[config.mk]
export PLATFORM = sky130hd
export DESIGN_NAME = counting_semaphore_fifo_waitq_flat
export DESIGN_NICKNAME = d
export VERILOG_FILES = /design/src/rtl/core/csfwq_pkg.sv /design/src/rtl/core/csfwq_if.sv /design/src/rtl/core/csfwq_front.sv /design/src/rtl/core/csfwq_back.sv /design/src/rtl/core/counting_semaphore_fifo_waitq.sv /design/src/flat_wrapper.sv
export SDC_FILE = /design/constraint.sdc
export NUM_CORES = 1
export LEC_CHECK = 0
export ABC_CLOCK_PERIOD_IN_PS = 4900
export BUFFER_PORTS_ARGS = -buffer_cell sky130_fd_sc_hd__buf_2
export CAP_MARGIN = 20
export CELL_PAD_IN_SITES_DETAIL_PLACEMENT = 0
export CELL_PAD_IN_SITES_GLOBAL_PLACEMENT = 2
export CORE_MARGIN = 2
export CORE_UTILIZATION = 44
export DETAILED_ROUTE_END_ITERATION = 10
export PLACE_DENSITY_LB_ADDON = 0.1
export SLEW_MARGIN = 30
export SYNTH_ARGS = -nofsm -noshare
export SYNTH_HDL_FRONTEND = slang
export SYNTH_SLANG_ARGS = --single-unit
[constraint.sdc]
create_clock -name clk_i -period 4.9 [get_ports clk_i]
set_input_delay 0.98 -clock clk_i [delete_from_list [all_inputs] [get_ports clk_i]]
set_output_delay 0.98 -clock clk_i [all_outputs]
set_load 0.02 [all_outputs]
[src/rtl/core/csfwq_pkg.sv]
package csfwq_pkg;

  localparam int QueueDepth   = 16;
  localparam int ThreadIdBits = 8;
  localparam int TidFieldW    = 8;
  localparam int CountFieldW  = 16;
  localparam int CountW       = 18;
  localparam int PtrW         = (QueueDepth > 1) ? $clog2(QueueDepth) : 1;
  localparam int OccW         = $clog2(QueueDepth + 1);
  localparam logic [CountW-1:0] CountMax = {1'b0, {(CountW-1){1'b1}}};

  typedef enum logic [1:0] {
    OP_OPEN   = 2'd0,
    OP_WAIT   = 2'd1,
    OP_SIGNAL = 2'd2,
    OP_CLOSE  = 2'd3
  } op_e;

  typedef enum logic [1:0] {
    ST_OK     = 2'd0,
    ST_CLOSED = 2'd1,
    ST_FULL   = 2'd2,
    ST_SAT    = 2'd3
  } status_e;

  typedef struct packed {
    op_e                     op;
    logic [ThreadIdBits-1:0] tid;
  } req_t;

  typedef struct packed {
    status_e              status;
    logic                 blocked;
    logic                 released_valid;
    logic [TidFieldW-1:0] released_thread;
    logic                 last;
  } rsp_t;

  function automatic logic [PtrW-1:0] next_ptr(logic [PtrW-1:0] p);
    return (p == PtrW'(QueueDepth - 1)) ? '0 : p + PtrW'(1);
  endfunction

endpackage

[src/rtl/core/csfwq_if.sv]
interface csfwq_req_if;
  import csfwq_pkg::*;
  logic                 valid;
  logic                 ready;
  logic [1:0]           req_type;
  logic [TidFieldW-1:0] thread_id;
  modport source (output valid, req_type, thread_id, input ready);
  modport sink   (input valid, req_type, thread_id, output ready);
endinterface

interface csfwq_rsp_if;
  import csfwq_pkg::*;
  logic                 valid;
  logic                 ready;
  logic [1:0]           status;
  logic                 blocked;
  logic                 released_valid;
  logic [TidFieldW-1:0] released_thread;
  logic                 last;
  modport source (output valid, status, blocked, released_valid, released_thread, last,
                  input ready);
  modport sink   (input valid, status, blocked, released_valid, released_thread, last,
                  output ready);
endinterface

interface csfwq_cfg_if;
  import csfwq_pkg::*;
  logic                   valid;
  logic                   ready;
  logic [CountFieldW-1:0] initial_count;
  modport source (output valid, initial_count, input ready);
  modport sink   (input valid, initial_count, output ready);
endinterface

[src/rtl/core/csfwq_front.sv]
module csfwq_front (
  input  logic                          clk_i,
  input  logic                          rst_ni,
  input  logic                          in_valid_i,
  output logic                          in_ready_o,
  input  logic [1:0]                    req_type_i,
  input  logic [csfwq_pkg::TidFieldW-1:0] thread_id_i,
  output logic                          req_valid_o,
  input  logic                          req_ready_i,
  output csfwq_pkg::req_t               req_o
);
  import csfwq_pkg::*;

  // two-entry queue of classified requests
  req_t       ent_q [2];
  logic       wr_q, wr_d, rd_q, rd_d;
  logic [1:0] cnt_q, cnt_d;
  req_t       cls;
  logic       push, pop;

  always_comb begin
    cls.op  = op_e'(req_type_i);
    cls.tid = thread_id_i[ThreadIdBits-1:0];
  end

  assign in_ready_o  = (cnt_q != 2'd2);
  assign req_valid_o = (cnt_q != 2'd0);
  assign req_o       = ent_q[rd_q];
  assign push        = in_valid_i && in_ready_o;
  assign pop         = req_valid_o && req_ready_i;

  always_comb begin
    wr_d  = push ? ~wr_q : wr_q;
    rd_d  = pop ? ~rd_q : rd_q;
    cnt_d = cnt_q + {1'b0, push} - {1'b0, pop};
  end

  always_ff @(posedge clk_i or negedge rst_ni) begin
    if (!rst_ni) begin
      wr_q  <= 1'b0;
      rd_q  <= 1'b0;
      cnt_q <= 2'd0;
    end else begin
      wr_q  <= wr_d;
      rd_q  <= rd_d;
      cnt_q <= cnt_d;
    end
  end

  always_ff @(posedge clk_i) begin
    if (push) begin
      ent_q[wr_q] <= cls;
    end
  end

endmodule

[src/rtl/core/csfwq_back.sv]
module csfwq_back (
  input  logic                                 clk_i,
  input  logic                                 rst_ni,
  input  logic [csfwq_pkg::CountFieldW-1:0]    init_count_i,
  input  logic                                 req_valid_i,
  output logic                                 req_ready_o,
  input  csfwq_pkg::req_t                      req_i,
  output logic                                 rsp_valid_o,
  input  logic                                 rsp_ready_i,
  output csfwq_pkg::rsp_t                      rsp_o
);
  import csfwq_pkg::*;

  typedef enum logic [1:0] {S_IDLE, S_POP, S_DRAIN} state_e;

  state_e                  state_q, state_d;
  logic [CountW-1:0]       count_q, count_d;
  logic                    open_q, open_d;
  logic [PtrW-1:0]         head_q, head_d, tail_q, tail_d;
  logic [OccW-1:0]         occ_q, occ_d;
  logic                    rsp_valid_q, rsp_valid_d;
  rsp_t                    rsp_q, rsp_d;

  logic [ThreadIdBits-1:0] mem_q [QueueDepth];
  logic [ThreadIdBits-1:0] rd_q;
  logic                    mem_we, mem_re;
  logic                    out_free, cnt_le0, cnt_neg;

  assign out_free = !rsp_valid_q || rsp_ready_i;
  assign cnt_neg  = count_q[CountW-1];
  assign cnt_le0  = cnt_neg || (count_q == '0);

  always_comb begin
    state_d     = state_q;
    count_d     = count_q;
    open_d      = open_q;
    head_d      = head_q;
    tail_d      = tail_q;
    occ_d       = occ_q;
    rsp_valid_d = rsp_valid_q && !rsp_ready_i;
    rsp_d       = rsp_q;
    req_ready_o = 1'b0;
    mem_we      = 1'b0;
    mem_re      = 1'b0;

    unique case (state_q)
      S_IDLE: begin
        if (req_valid_i && out_free) begin
          req_ready_o = 1'b1;
          rsp_valid_d = 1'b1;
          rsp_d       = '{status: ST_OK, blocked: 1'b0, released_valid: 1'b0,
                          released_thread: '0, last: 1'b1};
          if (req_i.op == OP_OPEN) begin
            count_d = CountW'(init_count_i);
            head_d  = '0;
            tail_d  = '0;
            occ_d   = '0;
            open_d  = 1'b1;
          end else if (!open_q) begin
            rsp_d.status = ST_CLOSED;
          end else begin
            unique case (req_i.op)
              OP_WAIT: begin
                if (cnt_le0 && (occ_q == OccW'(QueueDepth))) begin
                  rsp_d.status = ST_FULL;
                end else begin
                  count_d = count_q - CountW'(1);
                  if (cnt_le0) begin
                    mem_we        = 1'b1;
                    tail_d        = next_ptr(tail_q);
                    occ_d         = occ_q + OccW'(1);
                    rsp_d.blocked = 1'b1;
                  end
                end
              end
              OP_SIGNAL: begin
                if (count_q == CountMax) begin
                  rsp_d.status = ST_SAT;
                end else begin
                  count_d = count_q + CountW'(1);
                  // still at most zero after the increment: wake the oldest waiter
                  if (cnt_neg && (occ_q != '0)) begin
                    mem_re      = 1'b1;
                    head_d      = next_ptr(head_q);
                    occ_d       = occ_q - OccW'(1);
                    rsp_valid_d = 1'b0;
                    state_d     = S_POP;
                  end
                end
              end
              default: begin
                if (occ_q == '0) begin
                  count_d = '0;
                  open_d  = 1'b0;
                  head_d  = '0;
                  tail_d  = '0;
                end else begin
                  mem_re      = 1'b1;
                  head_d      = next_ptr(head_q);
                  occ_d       = occ_q - OccW'(1);
                  rsp_valid_d = 1'b0;
                  state_d     = S_DRAIN;
                end
              end
            endcase
          end
        end
      end
      S_POP: begin
        if (out_free) begin
          rsp_valid_d = 1'b1;
          rsp_d       = '{status: ST_OK, blocked: 1'b0, released_valid: 1'b1,
                          released_thread: TidFieldW'(rd_q), last: 1'b1};
          state_d     = S_IDLE;
        end
      end
      default: begin
        if (out_free) begin
          rsp_valid_d = 1'b1;
          rsp_d       = '{status: ST_OK, blocked: 1'b0, released_valid: 1'b1,
                          released_thread: TidFieldW'(rd_q), last: (occ_q == '0)};
          if (occ_q != '0) begin
            mem_re = 1'b1;
            head_d = next_ptr(head_q);
            occ_d  = occ_q - OccW'(1);
          end else begin
            count_d = '0;
            open_d  = 1'b0;
            head_d  = '0;
            tail_d  = '0;
            state_d = S_IDLE;
          end
        end
      end
    endcase
  end

  always_ff @(posedge clk_i or negedge rst_ni) begin
    if (!rst_ni) begin
      state_q     <= S_IDLE;
      count_q     <= '0;
      open_q      <= 1'b0;
      head_q      <= '0;
      tail_q      <= '0;
      occ_q       <= '0;
      rsp_valid_q <= 1'b0;
      rsp_q       <= '0;
    end else begin
      state_q     <= state_d;
      count_q     <= count_d;
      open_q      <= open_d;
      head_q      <= head_d;
      tail_q      <= tail_d;
      occ_q       <= occ_d;
      rsp_valid_q <= rsp_valid_d;
      rsp_q       <= rsp_d;
    end
  end

  // waiter store, registered read
  always_ff @(posedge clk_i) begin
    if (mem_we) begin
      mem_q[tail_q] <= req_i.tid;
    end
    if (mem_re) begin
      rd_q <= mem_q[head_q];
    end
  end

  assign rsp_valid_o = rsp_valid_q;
  assign rsp_o       = rsp_q;

endmodule

[src/rtl/core/counting_semaphore_fifo_waitq.sv]
// Counting semaphore with a FIFO of blocked thread ids.
// Channels: req_i (req_type, thread_id), rsp_o (status, blocked,
// released_valid, released_thread, last) and cfg_i, which writes
// initial_count; cfg_i is always ready and must only be written while idle.
// A request enters a two-entry queue in the front end; the back end executes
// it and places each result in an output register, from which rsp_o.valid
// is driven. Open, wait, a refused request and a signal that wakes no one
// load that register straight from S_IDLE; a signal that wakes a waiter
// first passes through S_POP, and a close that releases any through S_DRAIN,
// as the waiter store has a registered read port. A close with n waiters
// gives n results, the last one flagged.
// When rsp_o stalls the back end holds its result and stops; the front
// queue still takes up to two further items before req_i.ready drops.
// Reset (async, active low) leaves the semaphore closed with count zero,
// an empty wait queue and initial_count zero.
module counting_semaphore_fifo_waitq (
  input logic         clk_i,
  input logic         rst_ni,
  csfwq_cfg_if.sink   cfg_i,
  csfwq_req_if.sink   req_i,
  csfwq_rsp_if.source rsp_o
);
  import csfwq_pkg::*;

  logic [CountFieldW-1:0] init_count_q;
  logic                   req_valid, req_ready;
  req_t                   req;
  rsp_t                   rsp;

  assign cfg_i.ready = 1'b1;

  always_ff @(posedge clk_i or negedge rst_ni) begin
    if (!rst_ni) begin
      init_count_q <= '0;
    end else if (cfg_i.valid) begin
      init_count_q <= cfg_i.initial_count;
    end
  end

  csfwq_front u_front (
    .clk_i       (clk_i),
    .rst_ni      (rst_ni),
    .in_valid_i  (req_i.valid),
    .in_ready_o  (req_i.ready),
    .req_type_i  (req_i.req_type),
    .thread_id_i (req_i.thread_id),
    .req_valid_o (req_valid),
    .req_ready_i (req_ready),
    .req_o       (req)
  );

  csfwq_back u_back (
    .clk_i        (clk_i),
    .rst_ni       (rst_ni),
    .init_count_i (init_count_q),
    .req_valid_i  (req_valid),
    .req_ready_o  (req_ready),
    .req_i        (req),
    .rsp_valid_o  (rsp_o.valid),
    .rsp_ready_i  (rsp_o.ready),
    .rsp_o        (rsp)
  );

  assign rsp_o.status          = rsp.status;
  assign rsp_o.blocked         = rsp.blocked;
  assign rsp_o.released_valid  = rsp.released_valid;
  assign rsp_o.released_thread = rsp.released_thread;
  assign rsp_o.last            = rsp.last;

endmodule

[src/flat_wrapper.sv]
// flat-port wrapper written by rule: the top's interface ports become plain ports
module counting_semaphore_fifo_waitq_flat import csfwq_pkg::*;
  (clk_i, rst_ni, cfg_i_valid, cfg_i_initial_count, cfg_i_ready, req_i_valid, req_i_req_type, req_i_thread_id, req_i_ready, rsp_o_valid, rsp_o_status, rsp_o_blocked, rsp_o_released_valid, rsp_o_released_thread, rsp_o_last, rsp_o_ready);
  csfwq_cfg_if cfg_i_i ();
  csfwq_req_if req_i_i ();
  csfwq_rsp_if rsp_o_i ();
  input logic clk_i;
  input logic rst_ni;
  input wire logic [$bits(cfg_i_i.valid)-1:0] cfg_i_valid;
  input wire logic [$bits(cfg_i_i.initial_count)-1:0] cfg_i_initial_count;
  output wire logic [$bits(cfg_i_i.ready)-1:0] cfg_i_ready;
  input wire logic [$bits(req_i_i.valid)-1:0] req_i_valid;
  input wire logic [$bits(req_i_i.req_type)-1:0] req_i_req_type;
  input wire logic [$bits(req_i_i.thread_id)-1:0] req_i_thread_id;
  output wire logic [$bits(req_i_i.ready)-1:0] req_i_ready;
  output wire logic [$bits(rsp_o_i.valid)-1:0] rsp_o_valid;
  output wire logic [$bits(rsp_o_i.status)-1:0] rsp_o_status;
  output wire logic [$bits(rsp_o_i.blocked)-1:0] rsp_o_blocked;
  output wire logic [$bits(rsp_o_i.released_valid)-1:0] rsp_o_released_valid;
  output wire logic [$bits(rsp_o_i.released_thread)-1:0] rsp_o_released_thread;
  output wire logic [$bits(rsp_o_i.last)-1:0] rsp_o_last;
  input wire logic [$bits(rsp_o_i.ready)-1:0] rsp_o_ready;
  assign cfg_i_i.valid = cfg_i_valid;
  assign cfg_i_i.initial_count = cfg_i_initial_count;
  assign cfg_i_ready = cfg_i_i.ready;
  assign req_i_i.valid = req_i_valid;
  assign req_i_i.req_type = req_i_req_type;
  assign req_i_i.thread_id = req_i_thread_id;
  assign req_i_ready = req_i_i.ready;
  assign rsp_o_valid = rsp_o_i.valid;
  assign rsp_o_status = rsp_o_i.status;
  assign rsp_o_blocked = rsp_o_i.blocked;
  assign rsp_o_released_valid = rsp_o_i.released_valid;
  assign rsp_o_released_thread = rsp_o_i.released_thread;
  assign rsp_o_last = rsp_o_i.last;
  assign rsp_o_i.ready = rsp_o_ready;
  counting_semaphore_fifo_waitq u_core (.clk_i(clk_i), .rst_ni(rst_ni), .cfg_i(cfg_i_i), .req_i(req_i_i), .rsp_o(rsp_o_i));
endmodule
# Word level (Yosys, flattened, before mapping)
# Memory sizes are Yosys's and may differ from the RTL's. A register that Yosys moved wholly into a read port is not among the register bits.
# Cells that the tools add are included.
[classes]
bitwise_logic = 3
eq_ne = 28
n_reduce_logical = 26
addsub = 8
mux = 103
[ops]
columns = ["operator", "n"]
rows = [
  ["2-to-1 mux 18 bit", 8],
  ["2-to-1 mux 4 bit", 18],
  ["one-hot mux 18 bit (2 select lines)", 2],
  ["2-to-1 mux 5 bit", 10],
  ["2-to-1 mux 13 bit", 3],
  ["2-to-1 mux 1 bit", 35],
  ["one-hot mux 4 bit (2 select lines)", 4],
  ["one-hot mux 13 bit (2 select lines)", 1],
  ["2-to-1 mux 2 bit", 12],
  ["one-hot mux 5 bit (2 select lines)", 2],
  ["AND reduction 10 bit", 2],
  ["adder 18 x 1 -> 18 bit, second input constant", 1],
  ["equality test 18 x 17 -> 1 bit, second input constant", 1],
  ["zero test 18 bit", 1],
  ["subtractor 18 x 1 -> 18 bit, second input constant", 1],
  ["inequality test 4 bit, second input constant", 4],
  ["inequality test 3 bit, second input constant", 5],
  ["inequality test 2 bit, second input constant", 6],
  ["one-hot mux 2 bit (2 select lines)", 3],
  ["inequality test 5 x 3 -> 1 bit, second input constant", 2],
  ["AND reduction 9 bit", 1],
  ["adder 4 x 1 -> 4 bit, second input constant", 2],
  ["equality test 4 bit, second input constant", 2],
  ["one-hot mux 1 bit (2 select lines)", 4],
  ["25 further kinds", 38],
]
[word_totals]
n_memories = 2
inputBits = 31
elab_cells = 186
output_inout_bits = 16
mem_bits_rw = 148
register_bits = 68
[mem_list]
columns = ["memory", "words", "width", "rd", "rd_clocked_by_memory_dff", "write_ports", "line_no", "source"]
rows = [
  ["u_core.u_back.mem_q", 16, 8, 1, 1, 1, "csfwq_back.sv:24", "logic [ThreadIdBits-1:0] mem_q [QueueDepth];"],
  ["u_core.u_front.ent_q", 2, 10, 1, 0, 1, "csfwq_front.sv:15", "req_t ent_q [2];"],
]

# Depth between registers and ports, before layout
[depth]
ltp_word = 11
depth_mapped = 14
depth_no_buf = 11

# By module
# From an unflattened synthesis, not the netlist that was laid out.
[hier_totals]
hier_cells = 790
hier_area_um2 = 10435.0
[modules_own_cells]
columns = ["mod", "instances", "seq_area_each_um2", "area_per_inst_um2", "cells_each"]
rows = [
  ["csfwq_back", 1, 5285.1, 8857.2, 706],
  ["csfwq_front", 1, 700.7, 917.1, 48],
  ["counting_semaphore_fifo_waitq", 1, 400.4, 660.6, 36],
]

# Worst setup path before layout
# No wires, ideal clock.
[synth_timing]
path_kind = "reg2reg"
start = "register u_core.u_front.rd_q"
end = "memory u_core.u_back.mem_q[3][0], enable pin"
slack_ps = 1294
setup_ps = 398
arrival_ps = 3209
period_less_slack_ps = 3606
path_stages_with_launch = 10
t_required_ps = 4502
path_buffers = 2
path_cell_list = "dfrtp_1 -> clkbuf_1 -> mux2i_1 -> ha_1 -> clkbuf_1 -> nor3_2 -> nand2_1 -> nor4_2 -> nand2_1 -> nor4b_1"
[synth_between]
elab_chain_len = 9
word_cells_on_any_way = 10
cone_classes = "1 x eq/ne; 7 x mux; 1 x reduce/logical; 1 x memory"
[synth_rtl]
columns = ["element", "line_no", "source"]
rows = [
  ["from (decl)", "csfwq_front.sv:16", "logic wr_q, wr_d, rd_q, rd_d;"],
  ["from (signal assigned)", "csfwq_front.sv:45", "rd_q <= rd_d;"],
  ["memory read (2 x 10 bit) *", "--", ""],
  ["equality test 2 x 1 -> 1 bit", "csfwq_back.sv:62", "unique case (req_i.op)"],
  ["2-to-1 mux 1 bit", "csfwq_back.sv:62", ""],
  ["2-to-1 mux 1 bit", "csfwq_back.sv:59", "end else if (!open_q) begin"],
  ["2-to-1 mux 1 bit *", "csfwq_back.sv:53", "if (req_i.op == OP_OPEN) begin"],
  ["2-to-1 mux 1 bit *", "csfwq_back.sv:48", "if (req_valid_i && out_free) begin"],
  ["2-to-1 mux 1 bit *", "csfwq_back.sv:46", "unique case (state_q)"],
  ["2-to-1 mux 1 bit *", "csfwq_back.sv:162", "if (mem_we) begin"],
  ["2-to-1 mux 1 bit (not written as such) *", "csfwq_back.sv:163", "mem_q[tail_q] <= req_i.tid;"],
  ["to (decl)", "csfwq_back.sv:24", ""],
]
# Every way passes the cells marked *; elsewhere a longest branch is shown, timed or not.

# Worst setup path after layout
[layout_timing]
start = "register u_core.u_front.rd_q"
end = "register u_core.u_back.count_q[14]"
[layout_between]
elab_chain_len = 7
word_cells_on_any_way = 14
cone_classes = "6 x eq/ne; 5 x mux; 2 x reduce/logical; 1 x memory"
[layout_rtl]
columns = ["element", "line_no", "source"]
rows = [
  ["memory read (2 x 10 bit) *", "--", ""],
  ["equality test 2 bit or equality test 2 x 1 -> 1 bit (tied branches)", "csfwq_back.sv:62", ""],
  ["one-hot mux 18 bit (2 select lines)", "csfwq_back.sv:62", ""],
  ["2-to-1 mux 18 bit", "csfwq_back.sv:59", ""],
  ["2-to-1 mux 18 bit", "csfwq_back.sv:53", ""],
  ["2-to-1 mux 18 bit", "csfwq_back.sv:48", ""],
  ["one-hot mux 18 bit (2 select lines)", "csfwq_back.sv:46", ""],
  ["to (signal assigned)", "csfwq_back.sv:150", "count_q <= count_d;"],
  ["to (decl)", "csfwq_back.sv:17", "logic [CountW-1:0] count_q, count_d;"],
]
# Every way passes the cells marked *; elsewhere a longest branch is shown, timed or not. The select of a mux whose other input is x is not followed.
# A chain may end at the register's enable or synchronous reset.

==> impl_summary.log <==
INFO  metric post_synth_inst_count = between 700 and 800
INFO  metric async_set_or_reset_register_ratio_after_synthesis = 30.36%
INFO  metric yosysWarningCount = 0
INFO  metric yosys.area.top_type = edfxtp_1
INFO  metric cts.repair.resized = 0
INFO  metric dp_hpwl = 16510 um
INFO  metric num-nets-final = 891
INFO  metric synth_enable_flop_cells = 156
INFO  metric rr_worst_depth = 10
INFO  metric switching_share = 38.59%
INFO  metric netlist_top_cells_count = 156 x edfxtp_1, 68 x dfrtp_1, 67 x nand2_1
INFO  metric timing.final.ws_setup = 0.8371 ns
INFO  metric grt.total_usage = roughly a fifth
INFO  metric clockRootBuffer = clkbuf_16
INFO  metric pre_cts_slack = 0.8522 ns
INFO  metric ctsHoldBuffers = 0
INFO  metric design_power_total = 7.558 mW
INFO  metric critPathArrivalTime = approximately 4.5 ns
INFO  metric initial_utilization = between 40% and 50%
INFO  metric r2r_setup_slack = 0.84 ns
INFO  metric vias = 6611
INFO  metric io_pins = 47
INFO  metric p_leak = 4.378 nW
INFO  metric route.detailed.drc = 0
INFO  metric cts.repair_timing.setup_buffer_count = 0
INFO  metric post_synthesis_instance_area = ~10000 um2
INFO  metric first_pass_grt_wire_length = 37370 um
INFO  metric setup_viol_count_final = 0
INFO  metric ys.flop_type = edfxtp_1
INFO  metric routedWlPerCell = 20.28 um
INFO  metric drv.max_cap_violation_count = 0
INFO  metric reg2reg_from = u_core.u_front.rd_q
INFO  metric drt-vias-per-instance = 5.660
INFO  metric setup.worst_path.start_class = flop
INFO  metric die_h = 158.0 um
INFO  metric die-width = 158.0 um
INFO  metric worst-endpoint-required = 5.35 ns
INFO  metric pwr_density_cell = 640.2 nW/um2
INFO  metric syn_area_per_cell = 13.43 um2
INFO  metric detailedRoute.firstPassIterationCount = 7
INFO  metric io_buffer_count = 45
INFO  metric wirelength = about 24000 um
INFO  metric filler_cell_count = 2037
INFO  metric timing.setup.tns = 0 ns
INFO  metric report.final.slew_viol_count = 0
INFO  metric grt_start_max_net_pins = between 60 and 70
INFO  metric worst_setup_path_end_kind = flop
INFO  metric fp.dieArea = 24970 um2
INFO  metric report.final.hold_viol_count = 0
INFO  metric timing_worst_slew_pin_value = 0.9068 ns
INFO  metric postSynthRegisterBits = 224
INFO  metric most_frequently_used_cell_type_in_the_post_synthesis_netlist = edfxtp_1
INFO  metric comb_power_share = 39.7%
INFO  metric synthDominantCellAreaShare = 44.89%
INFO  metric timing.final.crit_share = 82.92%
INFO  metric dr.first_iter.drc_count = between 400 and 500
INFO  metric n_antenna_cell = 0
INFO  metric status = finished, final reports clean
INFO  metric clk_pin_slew_worst_paths = 0.06 ns
INFO  metric syn_to_final_growth = 13.13%
INFO  metric p_sw = around 3 mW
INFO  metric row_count = 56
INFO  metric final_core_util = between 50 and 60%
INFO  metric vdd.ir_drop.worst = 0.0003804 V
INFO  metric synth-seq-area-share = 61.19%
INFO  metric rr_endpoint = u_core.u_back.count_q[14]
INFO  metric p_seq_share = 37.0%
INFO  metric first_global_vias = 6605
INFO  metric finalHoldWorstSlack = 0.4372 ns
INFO  metric clock_path_buffers = 3
INFO  metric initial_antenna_violation_count = 0
INFO  metric synth_area_leaders = edfxtp_1 45%, dfrtp_1 16%, ha_1 3.5%
INFO  metric clk-insertion-delay-late = 0.54 ns
INFO  metric global_route.overflow_total = 0
INFO  metric critPathMaxFanout = 11
INFO  metric core_region_area = 23400 um2
INFO  metric final_period_minus_worst_setup_slack = between 4 and 5 ns
INFO  metric clock_tree_from_tritoncts = yes
INFO  metric clock_skew = 0.01392 ns
INFO  metric max_freq = 0.2461 GHz
INFO  metric relative_slew_slack = 39.41%
INFO  metric place.gp.congestion = 0.8232
INFO  metric share_clk_of_total_power = 23.4%
INFO  metric layout-drive-gt1-share = roughly a fifth
INFO  metric clock_tree.htree_level_count = 1
INFO  metric syn-num-nets = about 840
INFO  metric cts_buffers = 25
INFO  metric number_of_distinct_library_cells_after_synthesis = 74
INFO  metric p_int = approximately 4.6 mW
INFO  metric cts.sink_count = 224
INFO  metric ant_nets = 0
INFO  metric worst-setup-path-type = reg -> reg
INFO  metric grt_setup_unrepaired = false
INFO  metric worst_hold_path_type = in -> async
==> per-layer routing <==
layer / share of wire (%) / global-route usage, % / up-vias
li1: - / - / 3119
met1: 49 / 30.17 / 3297
met2: 44 / 29.01 / 170
met3: 5.3 / 3.203 / 25
met4: 1.3 / 4.161 / 0
met5: 0 / 0 / -
==> cells by family after synthesis <==
logic type      share of synthesized area [%]
other cells                           0.03593
fa+ha+maj                               3.669
buf+inv                                 2.458
flops                                   61.19
xor+xnor                                1.259
compound gates                          12.24
simple gates                            8.884
mux                                     10.26
==> power by group through the flow <==
stage | logic (mW) | clock network [mW] | registers (mW)
6_report | 3.00 | 1.77 | 2.80
5_1_grt | 3.32 | 1.90 | 2.85
4_1_cts | 2.99 | 1.83 | 2.80
3_5_place_dp | 2.97 | 0 | 2.84
3_3_place_gp | 2.92 | 0 | 2.83
2_1_floorplan | 2.32 | 0 | 2.66
==> through the flow <==
step                std cells  instance area [um2]
detailed placement       1121                11010
finish                   1168                11810
floorplan                 777                10440
global route             1168                11810
CTS                      1167                11790
global placement         1121                11010
==> worst max path at each step <==
stage	startpoint	to	slack, ns	depth (start not counted)
floorplan	u_core.u_front.rd_q	u_core.u_back.mem_q[3][0]	1.29	9
global placement	u_core.u_front.rd_q	u_core.u_back.count_q[14]	0.99	10
detailed placement	u_core.u_front.rd_q	u_core.u_back.count_q[14]	0.85	10
CTS	u_core.u_front.rd_q	u_core.u_back.count_q[14]	0.84	10
global route	u_core.u_front.rd_q	u_core.u_back.count_q[14]	0.44	10
finish	u_core.u_front.rd_q	u_core.u_back.count_q[14]	0.84	10
==> final cells by class <==
class                           instances  area (um2)  area share [%]
Tap cell                              319       399.1           3.381
Clock buffer                           33       675.6           5.723
Clock inverter                         13       102.6          0.8690
Inverter                               23       86.33          0.7312
Multi-Input combinational cell        495        3796           32.15
Timing Repair Buffer                   61       355.3           3.010
Sequential cell                       224        6391           54.13
==> critical path: stages (launching register included) <==
cell      delay, ns
dfrtp_1        0.61
mux2i_1        0.39
ha_1           0.52
inv_1          0.34
fa_1           0.55
a211oi_1       0.31
o21ai_0        0.20
a21oi_1        0.41
o41ai_1        0.16
or2_2          0.31
a32oi_1        0.19
==> placed cells by master, fill, tap and decap left out, drive strengths merged, types with 5 or more instances in the layout <==
cell type / instances
a211oi: 7
a21o: 8
a21oi: 33
a221oi: 10
a22o: 10
a22oi: 19
and3: 5
buf: 61
clkbuf: 33
clkinv: 11
dfrtp: 68
edfxtp: 156
ha: 29
inv: 24
mux2: 32
mux2i: 35
mux4: 16
nand2: 68
nand2b: 6
nand3: 17
nor2: 31
nor3: 13
nor4: 13
o211ai: 6
o21ai: 51
o31ai: 10
xnor2: 14
==> registers in the layout, indices dropped and copies added, names as in the netlist <==
register,flops
u_core.u_back.mem_q,128
u_core.u_front.ent_q,20
u_core.u_back.count_q,18
u_core.init_count_q,16
u_core.u_back.rsp_o,13
u_core.u_back.rd_q,8
u_core.u_back.occ_q,5
u_core.u_back.head_q,4
u_core.u_back.tail_q,4
u_core.u_back.state_q,2
u_core.u_front.cnt_q,2
u_core.u_back.open_q,1
u_core.u_back.rsp_valid_o,1
u_core.u_front.rd_q,1
u_core.u_front.wr_q,1
Power figures use the tool's default switching activity.
